[src/mctm_pkg.sv]
// ----------------------------------------------------------------------------
// mctm_pkg: shared types and constants for the motor current/torque model
// Fixed widths, register codes and the multiplier request bundle.
// ----------------------------------------------------------------------------
package mctm_pkg;

  // fraction bits of every Q16.16 quantity
  localparam int FRAC_BITS = 16;
  // duty is Q1.15
  localparam int DUTY_FRAC = 15;

  // serial multiplier operand widths
  localparam int MUL_AW = 57;
  localparam int MUL_BW = 32;
  localparam int MUL_PW = MUL_AW + MUL_BW;

  // divide-by-one-million unit: dividend and quotient widths
  localparam int DIV_NW = 63;
  localparam int DIV_QW = 43;
  localparam int DIV_RW = DIV_NW - DIV_QW;

  localparam logic [DIV_RW-1:0] US_PER_S       = DIV_RW'(1000000);
  localparam logic [31:0]       BURST_LIMIT_US = 32'd1000000;
  localparam logic [47:0]       RECOVER_US     = 48'd3000000;

  // register reset values
  localparam logic [23:0] RST_VMAX   = 24'd3145728;
  localparam logic [23:0] RST_RES    = 24'd11141;
  localparam logic [31:0] RST_INV_L  = 32'd1149754409;
  localparam logic [23:0] RST_KE     = 24'd6567;
  localparam logic [23:0] RST_KT     = 24'd6881;
  localparam logic [23:0] RST_ILIM   = 24'd1461453;
  localparam logic [23:0] RST_TRATED = 24'd589824;
  localparam logic [23:0] RST_TPEAK  = 24'd1179648;

  // configuration register indexes
  typedef enum logic [2:0] {
    CFG_VMAX   = 3'd0,
    CFG_RES    = 3'd1,
    CFG_INV_L  = 3'd2,
    CFG_KE     = 3'd3,
    CFG_KT     = 3'd4,
    CFG_ILIM   = 3'd5,
    CFG_TRATED = 3'd6,
    CFG_TPEAK  = 3'd7
  } cfg_idx_t;

  // request to the serial multiplier
  typedef struct packed {
    logic              start;
    logic [MUL_AW-1:0] a;
    logic [MUL_BW-1:0] b;
  } mul_req_t;

endpackage

[src/mctm_div.sv]
// ----------------------------------------------------------------------------
// mctm_div: restoring divider by one million
// One quotient bit per cycle over the low quotient bits of the dividend.
// ----------------------------------------------------------------------------
module mctm_div (
  input  logic                        clk,
  input  logic                        rst,
  input  logic                        start,
  input  logic [mctm_pkg::DIV_NW-1:0] num,
  output logic                        done,
  output logic [mctm_pkg::DIV_QW-1:0] quo
);
  import mctm_pkg::*;

  localparam int CW = $clog2(DIV_QW + 1);

  logic [DIV_RW-1:0] rem;
  logic [DIV_RW:0]   trial;
  logic              fits;
  logic [CW-1:0]     cnt;
  logic              busy;

  // next partial remainder and quotient bit
  assign trial = {rem, quo[DIV_QW-1]};
  assign fits  = trial >= {1'b0, US_PER_S};

  // control
  always_ff @(posedge clk) begin
    if (rst) begin
      busy <= 1'b0;
      done <= 1'b0;
      cnt  <= '0;
    end else begin
      done <= 1'b0;
      if (start) begin
        busy <= 1'b1;
        cnt  <= CW'(DIV_QW);
      end else if (busy) begin
        cnt <= cnt - 1'b1;
        if (cnt == CW'(1)) begin
          busy <= 1'b0;
          done <= 1'b1;
        end
      end
    end
  end

  // remainder and quotient shift register
  always_ff @(posedge clk) begin
    if (start) begin
      rem <= num[DIV_NW-1:DIV_QW];
      quo <= num[DIV_QW-1:0];
    end else if (busy) begin
      rem <= fits ? DIV_RW'(trial - {1'b0, US_PER_S}) : trial[DIV_RW-1:0];
      quo <= {quo[DIV_QW-2:0], fits};
    end
  end

endmodule

[config.mk]
export PLATFORM = sky130hd
export DESIGN_NAME = mctm_div
export DESIGN_NICKNAME = d
export VERILOG_FILES = /design/src/mctm_pkg.sv /design/src/mctm_div.sv
export SDC_FILE = /design/constraint.sdc
export NUM_CORES = 1
export LEC_CHECK = 0
export BUFFER_PORTS_ARGS = -buffer_cell sky130_fd_sc_hd__buf_2
export CAP_MARGIN = 15
export CORE_MARGIN = 8
export CORE_UTILIZATION = 45
export CTS_BUF_LIST = sky130_fd_sc_hd__clkbuf_16
export DETAILED_ROUTE_END_ITERATION = 8
export PLACE_DENSITY = 0.76
export RECOVER_POWER = 50
export SYNTH_ARGS = -nofsm -noshare
export SYNTH_HDL_FRONTEND = slang
export SYNTH_SLANG_ARGS = --single-unit
[constraint.sdc]
create_clock -name clk -period 4.4 [get_ports clk]
set_input_delay 0.44 -clock clk [delete_from_list [all_inputs] [get_ports clk]]
set_output_delay 0.44 -clock clk [all_outputs]
set_load 0.005 [all_outputs]
==> Word-level counts from Yosys, hierarchy flattened <==
Index checks and enable logic that the tools add are counted.
{ "word_totals": {"ff_bits": 71, "latch_bits": 0, "ramBits": 0, "romBits": 0, "in_bits": 66, "output_inout_bits": 44, "elab_cells": 25, "memories": 0} }
{ "classes": {"add_sub_neg": 2, "multipliers": 0, "div": 0, "order_cmp": 1, "eq_ne": 1, "shift": 0, "mux": 11, "n_bitwise": 1, "n_reduce_logical": 3} }
{ "op_table": {"columns": ["operator", "n"], "rows": [
  ["$mux 43", 2],
  ["$mux 20", 3],
  ["$ge 21x20->1 const B", 1],
  ["$sub 20x20->20 const B", 1],
  ["$mux 6", 2],
  ["$eq 6x1->1 const B", 1],
  ["$sub 6x1->6 const B", 1],
  ["$mux 1", 4],
  ["$reduce_or 3->1", 1],
  ["$reduce_bool 2->1", 1],
  ["$reduce_or 2->1", 1],
  ["$not 1->1", 1]
]} }

==> Longest topological paths before layout <==
Gate-level depths: netlist of run 1.
{ "depth": {"word_depth": 4, "mapped_depth": 8} }

==> Worst setup path before layout of run 1 <==
OpenSTA, ideal clock, no wires.
{ "synth_path": {"path_kind": "input to register", "startpoint": "input start", "endpoint": "register quo[0] in the netlist's numbering (enable)", "setup_time_ps": 393, "arrival_ps": 1867, "required_ps": 4007, "setup_slack_ps": 2139, "path_stages": 3, "path_cell_list": "clkbuf_1 -> buf_1 -> or2_2"} }
{ "synth_between": {"elab_chain_cells": 1} }
{ "synth_rtl": {"columns": ["item", "line_no", "source"], "rows": [
  ["from (decl)", "mctm_div.sv:8", "input logic start,"],
  ["$reduce_bool 2->1 (no line)", null, null],
  ["to (signal assigned)", "mctm_div.sv:52", "quo <= num[DIV_QW-1:0];"],
  ["to (signal assigned)", "mctm_div.sv:55", "quo <= {quo[DIV_QW-2:0], fits};"],
  ["to (decl)", "mctm_div.sv:11", "output logic [mctm_pkg::DIV_QW-1:0] quo"]
]} }
Every way passes these cells.
A chain may end at the register's enable or synchronous reset.

==> Final worst setup path of run 1 <==
{ "layout_path": {"startpoint": "input start", "endpoint": "register rem[13] (data pin)"} }
{ "layout_between": {"elab_chain_cells": 1} }
{ "layout_rtl": {"columns": ["item", "line_no", "source"], "rows": [
  ["$mux 20", "mctm_div.sv:50", "if (start) begin"],
  ["to (signal assigned)", "mctm_div.sv:51", "rem <= num[DIV_NW-1:DIV_QW];"],
  ["to (signal assigned)", "mctm_div.sv:54", "rem <= fits ? DIV_RW'(trial - {1'b0, US_PER_S}) : trial[DIV_RW-1:0];"],
  ["to (decl)", "mctm_div.sv:17", "logic [DIV_RW-1:0] rem;"]
]} }
Every way passes these cells.

==> impl_results.md, run 1 <==
- Worst slew pin tran: 0.967 ns
- P_leak: 1.72 nW
- FFs w/ async S/R, synth: 0%
- Setup Skew: a little under 0.006 ns
- Setup WS pre-CTS: 1.76 ns
- Inserted Diodes: 0
- Fraction of layout cells with a size suffix above 1: 39.3%
- HPWL Detailed: ~6200 um
- CP bufs+invs: 3
- DRT antenna net count: 0
- Critical Path RT: between 4 and 5 ns
- Worst Path Class, Setup: in2reg
- Area occupied by multi-input gates: 1430 sq um
- CTS tree: built
- Net Switching: 507 uW
- MaxCap Viol Count: 0
- Post-synth top area cell: edfxtp_1
- Die W: 105 um
- Vias: between 2,000 and 3,000
- # nets final: around 450
- Initial Util: ~47%
- Sequential area share after synthesis: 57.1%
- Synth Warn #: 0
- Clock slew at reported path FFs: 0.05 ns
- Worst path max stage delay: 0.66 ns
- Drt drc: 0
- Synth top cells by count: 63 x edfxtp_1, 49 x mux2_2, 16 x nand2_1
- Final hold vios: 0
- Syn_nets: around 350
- # setup viols final: 0
- Rel. slew slack: 35.5%
- #FFs+latches synth: 71
- Cells after Synth: 275
- Via density: ~5.6
- P_int: between 1 and 1.5 mW
- Vias in the first global route: 2,828
- CTS root buf: clkbuf_16
- DR WL/cell: 17.9 um
- GPL Wtd Cong: 0.775
- Worst setup SP type: primary input
- Avg Inst Size Synth: approximately 13 sq um
- Area of the mapped netlist: approximately 3600 sq um
- Most frequently used flop master after synthesis: edfxtp_1
- Final Cycle Share: 52.1%
- Cell breakdown of the critical path: buf_2 > buf_4 > inv_1 > o211a_1 > a221o_1
- RSZ-0062 raised after global routing: no
- Most common cell in the netlist: edfxtp_1
- Clock sink count: 71
- Post-synth EDFFs: between 60 and 70
- Post-synth cell types: between 50 and 60
- DRT Pass-1 Iters: 4
- Initial antenna violation count: 0
- Crit-path leading delay family: buffers and inverters
- Max Clk Rate: between 400 and 500 MHz
- Net Sw Frac: 25.5%
- Fin crit period: 2.29 ns
- Clock share of power: 38.5%
- Fill count: ~660
- Area of the die: approximately 11,000 sq um
- GRT overflow: 0
- Post_cts resized: 0
- Setup Total Neg Slack: 0 ns
- Worst VDD drop: 0.000291 V
- Num CTS Buffers: 9
- Htree depth: 3
- Io pins: 110
- # Post-CTS Setup Buffers: 0
- Syn-to-layout area delta: 24.8%
- Slew Viols, Final: 0
- Slowest CP cell: buf_4
- Pin count of the biggest net entering global routing: 77
- Flop pwr share: 45.5%
- All-Layer GR Usage: 15.7%
- Die Y-Extent: 105 um
- Worst-skew pair later-pin latency: 0.33 ns
- CTS Buffer Depth: 2
- Drt first-iter violations: 180
- Setup ws final: 2.11 ns
- Core footprint: 7730 sq um
- Post-synth top area share: between 50% and 60%
- Status: finished, final reports clean
- Critical Path AT: between 2 and 2.5 ns
- Buffers on Ports: 109
- Register area: 2050 sq um
- First-pass GRT wire length: 14,000 um
- Synth top area cells: edfxtp_1 53%, mux2_2 15%, dfxtp_1 4.5%, nor3_1 1.9%, nand2_1 1.7%
- CP Capture Type: register
- Worst min-delay path class: in2reg
- Power per cell area: 443 nW/um^2
- Row count: 32
- Comb pwr share: 16.0%
- Final WL: 8730 um
- Worst Path Max Fanout: 76
- Hold buffers post-CTS: 0
==> sequential cells by signal, indices dropped and copies added (netlist names) <==
| register | count |
|---|---|
| quo | 43 |
| rem | 20 |
| cnt | 6 |
| busy | 1 |
| done | 1 |
==> kinds of logic after synthesis <==
logic type / Yosys count / synth area share [%]
xor gates and xnor gates: 5 / 1.22
and+or+nand+nor: 73 / 11.2
adders and majority gates: 4 / 1.39
AOI/OAI and AO/OA: 47 / 10.8
buffers and inverters: 26 / 3.06
DFF: 71 / 57.1
muxes: 49 / 15.3
==> final timing paths <==
check	start	end	slack [ns]	depth (start not counted)
min reg2reg	cnt[4]	cnt[4]	0.57	2
max reg2reg	rem[6]	rem[13]	2.27	7
min	rst	cnt[1]	0.38	2
max	start	rem[13]	2.11	5
==> per-layer routing <==
metal  part of all wire (%)  vias to the layer above  global-route usage, %
met5                      0                        -                      0
met4                    1.0                        0                   5.20
met3                    9.6                       11                   6.76
met2                     49                      116                   25.7
met1                     40                     1320                   18.0
li1                       -                     1288                      -
==> cells in the final DEF, fill, tap and decap left out, types with 5 or more instances in the layout <==
| cell | instances |
|---|---|
| nand2_1 | 16 |
| nor3_1 | 14 |
| dfxtp_1 | 8 |
| nor2b_1 | 5 |
| edfxtp_1 | 63 |
| inv_1 | 13 |
| nor2_1 | 8 |
| mux2_2 | 49 |
| nand3_1 | 8 |
| a21oi_1 | 10 |
| clkbuf_1 | 35 |
| buf_2 | 74 |
| clkbuf_16 | 9 |
==> stage by stage <==
step	utilization (%)	instances	area [sq um]	total power [mW]	hold slack, ns
final	58.1	489	4490	1.99	0.380
after detailed placement	54.5	473	4220	1.24	0.557
after global placement	54.5	473	4220	1.23	0.552
after global routing	58.1	489	4490	2.07	0.392
after floorplan	-	275	3600	1.11	0.531
after CTS	58.6	489	4530	2.00	0.374
==> power groups by stage <==
stage	combinational, mW	clock (mW)	sequential (mW)
5_1_grt	0.346	0.806	0.919
3_5_place_dp	0.324	0	0.915
2_1_floorplan	0.210	0	0.902
6_report	0.317	0.765	0.904
3_3_place_gp	0.313	0	0.913
4_1_cts	0.327	0.773	0.903
==> final cells by class <==
type                       count  area share [%]
tap                          102            2.84
clock buffer                   9            5.02
timing repair buffer         111            11.5
multi-input combinational    178            32.0
clock inverter                 7            2.01
sequential                    71            45.7
inverter                      11           0.920
(Power assumes the default switching activity.)
==> run 2, diff against run 1 <==
Settings changed: ABC_AREA set to 1.
Clock period 4.4 ns to 2.4 ns, I/O delays scaled along.
==> impl_results.md, run 2 <==
- Num CTS Buffers: 9
- Largest family of logic cells by synthesized area: simple AND/OR/NAND/NOR gates
- Flop pwr share: 45.5%
- Worst slew pin tran: between 1 and 1.5 ns
- Worst path max stage delay: 1.09 ns
- Cell area after layout: 4530 sq um
- Net Switching: 907 uW
- Die Y-Extent: 106 um
- Area occupied by multi-input gates: about 1400 sq um
- Max Clk Rate: about 530 MHz
- P_int: roughly 2.6 mW
- DR WL met2: ~3900 um
- Net Sw Frac: 25.7%
- Avg Inst Size Synth: 8.38 sq um
- Fin cells: 650
- Row count: 32
- Vias in the first global route: 3,139
- Top flop regs: quo (43), rem (20), cnt (6)
- Multiplexer area fraction after synthesis: 0%
- P_leak: 2.19 nW
- Reg with most FFs: quo
- Pin count of the biggest net entering global routing: 38
- Critical Path RT: 2.47 ns
- Sequential area share after synthesis: 56.5%
- CP Capture Type: register
- Setup Skew: 0.00537 ns
- Setup Total Neg Slack: 0 ns
- Critical Path AT: a little under 2 ns
- Cells after Synth: 433
- Post_cts resized: 0
- Fraction of layout cells with a size suffix above 1: 21.0%
- Slew Viols, Final: 0
- Clock slew at reported path FFs: about 0.060 ns
- Dpl cells: 634
- Final hold vios: 0
- Worst Path Max Fanout: 37
- GPL Wtd Cong: ~0.90
- Post-synth top area cell: edfxtp_1
- Compound-Gate Fraction of Synth Area: 3.83%
- CTS tree: built
- Register area: 2050 sq um
- CTS root buf: clkbuf_16
- Synth top area cells: edfxtp_1 52%, nand2_1 23%, dfxtp_1 4.4%, inv_1 3.0%, nand3_1 2.9%
- Synth Area in Adders: 1.38%
- Post-synth top area share: between 50% and 60%
- Fill count: 745
- Routed met1 length: about 3900 um
- Syn-to-layout area delta: 24.7%
- Post-synth EDFFs: 63
- Final WL: 8600 um
- Syn_nets: roughly 500
- Cell with the most instances on the worst path: clkbuf_1
- FFs w/ async S/R, synth: 0%
- Final Cycle Share: 78.3%
- Worst VDD drop: 0.000485 V
- # setup viols final: 0
- # nets final: roughly 610
- Most frequently used flop master after synthesis: edfxtp_1
- Io pins: 110
- Buffers on Ports: around 110
- Fin crit period: 1.88 ns
- Max layer used: met4
- Post-synthesis xor/xnor area fraction: 0.965%
- #FFs+latches synth: 71
- Design Power: 3.53 mW
- Most common cell in the netlist: nand2_1
- DRT antenna net count: 0
- Rel. slew slack: 2.44%
- GRT overflow: 0
- Cell breakdown of the critical path: clkbuf_1 > clkbuf_1 > o21ai_0 > nand2_1 > o21ai_1
- Worst-skew pair later-pin latency: 0.32 ns
- Slowest CP cell: clkbuf_1
- Worst min-delay path class: in2reg
- Post-DP Area: between 4000 and 5000 sq um
- Initial antenna violation count: 0
- Simple-gate portion of the synthesized area: a little under a third
- CP bufs+invs: 2
- Clock share of power: 39.4%
- Most frequent cells in the layout: 221 x nand2_1, 77 x buf_2, 63 x edfxtp_1
- First-pass GRT wire length: 14,400 um
- Area of the die: 11,200 sq um
- All-Layer GR Usage: 15.6%
- Drt drc: 0
- MaxCap Viol Count: 0
- Crit-path leading delay family: buffers and inverters
- DRT Pass-1 Iters: 4
- Flip-flop count of the largest register after layout: 43
- Area of the mapped netlist: 3630 sq um
- Post-synth cell types: 30
- DR WL/cell: 13.2 um
- Htree depth: 3
- Initial Util: 46.7%
- Most common cell after layout, fill and taps aside: nand2_1
- Drt first-iter violations: 109
- # Post-CTS Setup Buffers: 0
- Synth Warn #: 0
- Synth top cells by count: 221 x nand2_1, 63 x edfxtp_1, 29 x inv_1
- Vias: 3,122
- Worst setup SP type: primary input
- Via density: around 4.8
- Core footprint: 7770 sq um
- CTS Buffer Depth: 2
- RSZ-0062 raised after global routing: no
- Hold buffers post-CTS: 0
- Status: finished, final reports clean
- Comb pwr share: 15.1%
- Clock sink count: 71
- Inserted Diodes: 0
- Power per cell area: 780 nW/um^2
- Die W: 106 um
- Worst Path Class, Setup: in2reg
- HPWL Detailed: 6370 um
- Met3 routed WL: 662 um
-- run 2: cell types whose count changed after synthesis, sizes merged, moves of 5 or more --
| cell | delta |
|---|---|
| nand2 | +207 |
| clkbuf | +5 |
| nor3 | -8 |
| mux2 | -49 |
| inv | +23 |
| a21oi | -5 |
| o21ai | +12 |
| nor2b | -5 |
| nand3 | +16 |
| nor2 | +17 |
-- run 2: final cells by class --
| class | instances | share of cell area [%] |
|---|---|---|
| sequential | 71 | 45.3 |
| multi-input combinational | 312 | 30.1 |
| timing repair buffer | 115 | 12.1 |
| clock buffer | 9 | 4.98 |
| inverter | 34 | 2.82 |
| tap | 102 | 2.82 |
| clock inverter | 7 | 1.91 |
-- run 2: power by group through the flow --
stage | Clock [mW] | Sequential (mW) | Combinational (mW)
3_3_place_gp | 0 | 1.62 | 0.542
5_1_grt | 1.48 | 1.63 | 0.616
2_1_floorplan | 0 | 1.62 | 0.345
4_1_cts | 1.42 | 1.61 | 0.556
3_5_place_dp | 0 | 1.63 | 0.555
6_report | 1.39 | 1.61 | 0.533
-- run 2: metrics by stage --
step	util (%)	hold WS, ns	setup slack, ns
global route	58.3	0.121	0.236
detailed placement	54.8	0.443	0.547
global placement	54.8	0.440	0.587
CTS	58.8	0.0981	0.542
floorplan	-	0.309	0.337
finish	58.3	0.109	0.520
-- run 2: per-layer routing --
metal | up-vias | track usage [%]
met4 | 0 | 4.72
met1 | 1402 | 19.7
met2 | 104 | 24.0
li1 | 1609 | -
met5 | - | 0
met3 | 7 | 6.15
-- run 2: path summary, 6_finish.rpt --
check | from | end | slack (ns) | cells after the start
hold reg to reg | cnt[4] | cnt[4] | 0.49 | 2
setup / recovery | start | rem[6] | 0.52 | 5
setup reg to reg | rem[6] | rem[9] | 0.55 | 9
hold / removal | rst | cnt[3] | 0.11 | 2
-- run 2: cell families after synthesis --
| kind of cell | after synthesis |
|---|---|
| buf+inv | 50 |
| xor+xnor | 4 |
| compound gates | 23 |
| flops | 71 |
| simple gates | 281 |
| fa+ha+maj | 4 |
==> run 3, diff against run 2 <==
Settings changed: ABC_AREA 1 to 0, PLACE_DENSITY 0.76 to 0.79.
Clock period 2.4 ns to 1.6 ns, I/O delays scaled along.
==> impl_results.md, run 3 (synthesis gave the netlist of run 1 again) <==
- Num CTS Buffers: 9
- Via density: 5.54
- Cell area after layout: 4970 sq um
- RSZ-0062 raised after global routing: yes
- All-Layer GR Usage: 18.0%
- Worst Path Class, Setup: reg2reg
- GRT overflow: 0
- # nets final: slightly below 500
- CP bufs+invs: 0
- Worst r2r path cells: 6
- Die Y-Extent: 105 um
- Worst path max stage delay: 0.47 ns
- CTS tree: built
- Hold_sp: rst
- CTS root buf: clkbuf_16
- Row count: 32
- CP Capture Type: register
- Reg2reg setup slack: -0.33 ns
- Worst min-delay path class: in2reg
- Rel. slew slack: between 50% and 60%
- Worst R2R Start: rem[5]
- DRT Pass-1 Iters: 4
- Post-DP Area: 4550 sq um
- Fraction of layout cells with a size suffix above 1: 50.1%
- Buffers on Ports: 109
- Worst setup SP type: register
- Vias in the first global route: 3,117
- Vias: 2,952
- CTS Buffer Depth: 2
- Most frequent cells in the layout: 79 x buf_2, 63 x edfxtp_1, 49 x mux2_2
- Final WL: around 10,000 um
- Drt drc: 0
- Worst VDD drop: around 0.00078 V
- Htree depth: 3
- Inserted Diodes: 0
- Setup ws final: -0.335 ns
- Max Clk Rate: between 500 and 600 MHz
- Cell breakdown of the critical path: ha_4 > nor4bb_4 > and4_4 > o21a_4 > nor3_1 > o31ai_2
- Min-Delay Endpoint: cnt[5]
- Top flop regs: quo (43), rem (20), cnt (6)
- Initial Util: between 40% and 50%
- Critical Path AT: 2.00 ns
- P_leak: around 2 nW
- Syn-to-layout area delta: 38.3%
- Fin crit period: a little under 2 ns
- Area of the die: 11,100 sq um
- Crit-path leading delay family: simple AND/OR/NAND/NOR gates
- Die W: 105 um
- Setup Skew: 0.00810 ns
- Reg with most FFs: quo
- Critical Path RT: between 1.5 and 2 ns
- Slew Viols, Final: 0
- Clock sink count: 71
- Worst slew pin tran: approximately 0.63 ns
- Final hold vios: 0
- Reg2reg end: rem[6]
- DRT antenna net count: 0
- Flip-flop count of the largest register after layout: between 40 and 50
- MaxCap Viol Count: 0
- First-pass GRT wire length: 15,900 um
- DR WL/cell: 19.2 um
- # setup viols final: just over 60
- Worst Path Max Fanout: 16
- Slowest CP cell: edfxtp_1
- Failing checks: setup timing
- Io pins: 110
- GPL Wtd Cong: between 0.8 and 0.9
- Initial antenna violation count: 0
- Clock slew at reported path FFs: 0.06 ns
- Worst hold slack: 0.0962 ns
- Drt first-iter violations: 166
- Final Cycle Share: 121%
- HPWL Detailed: 6970 um
- Worst-skew pair later-pin latency: about 0.34 ns
- Power per cell area: 1190 nW/um^2
- Pin count of the biggest net entering global routing: 51
- Status: finished, violations left
- Most common cell after layout, fill and taps aside: buf_2
- WHS Path Cells: 2
- Core footprint: 7730 sq um
- Final design utilization: 64.4%
## run 3: through the flow
stage / instances / TNS (ns) / setup slack, ns / power, mW
6_report: 533 / -5.10 / -0.335 / 5.90
5_1_grt: 533 / -13.33 / -0.404 / 6.11
4_1_cts: 532 / -3.78 / -0.297 / 5.88
3_5_place_dp: 511 / -4.14 / -0.345 / 3.63
3_3_place_gp: 511 / -3.83 / -0.312 / 3.58
2_1_floorplan: 275 / -2.95 / -0.279 / 3.06
## run 3: cell type report
type / count / area (sq um)
multi-input cells: 179 / 1580
clock inverters: 7 / 97.6
flip-flops and latches: 71 / 2050
inverters: 11 / 41.3
repair buffers: 154 / 851
fillers: 576 / 2750
well taps: 102 / 128
clock buffers: 9 / 225
## run 3: repair_timing
item	in CTS	in global routing
cloned	1	0
resized for setup	17	9
endpoints found under the setup margin	15	15
buffers inserted	4	1
hold buffers	0	0
pin swaps	8	6
## run 3: worst reg2reg max path, stage by stage (launching register included)
cell and delay (ns):
edfxtp_1 0.47, ha_4 0.20, nor4bb_4 0.14, and4_4 0.22, o21a_4 0.27, nor3_1 0.29, o31ai_2 0.08
## run 3: worst max path at each step
stage | startpoint | endpoint | depth (start not counted)
3_5_place_dp | rem[12] | rem[18] | 5
6_report | rem[5] | rem[6] | 6
2_1_floorplan | rem[6] | rem[13] | 7
4_1_cts | rem[6] | rem[13] | 7
5_1_grt | rem[6] | rem[13] | 7
3_3_place_gp | quo[42] | rem[13] | 5
## run 3: layer usage
layer | track usage, % | vias to the layer above | part of all wire [%]
met5 | 0 | - | 0
met1 | 19.1 | 1421 | 36
met3 | 6.52 | 22 | 8.1
met4 | 7.03 | 0 | 2.5
li1 | - | 1377 | -
met2 | 31.8 | 132 | 53
## run 3: report_power, final
group / switching (mW) / internal (mW)
Combinational: 0.612 / 0.635
Sequential: 0.172 / 2.30
Clock: 0.810 / 1.37
Total: 1.59 / 4.30
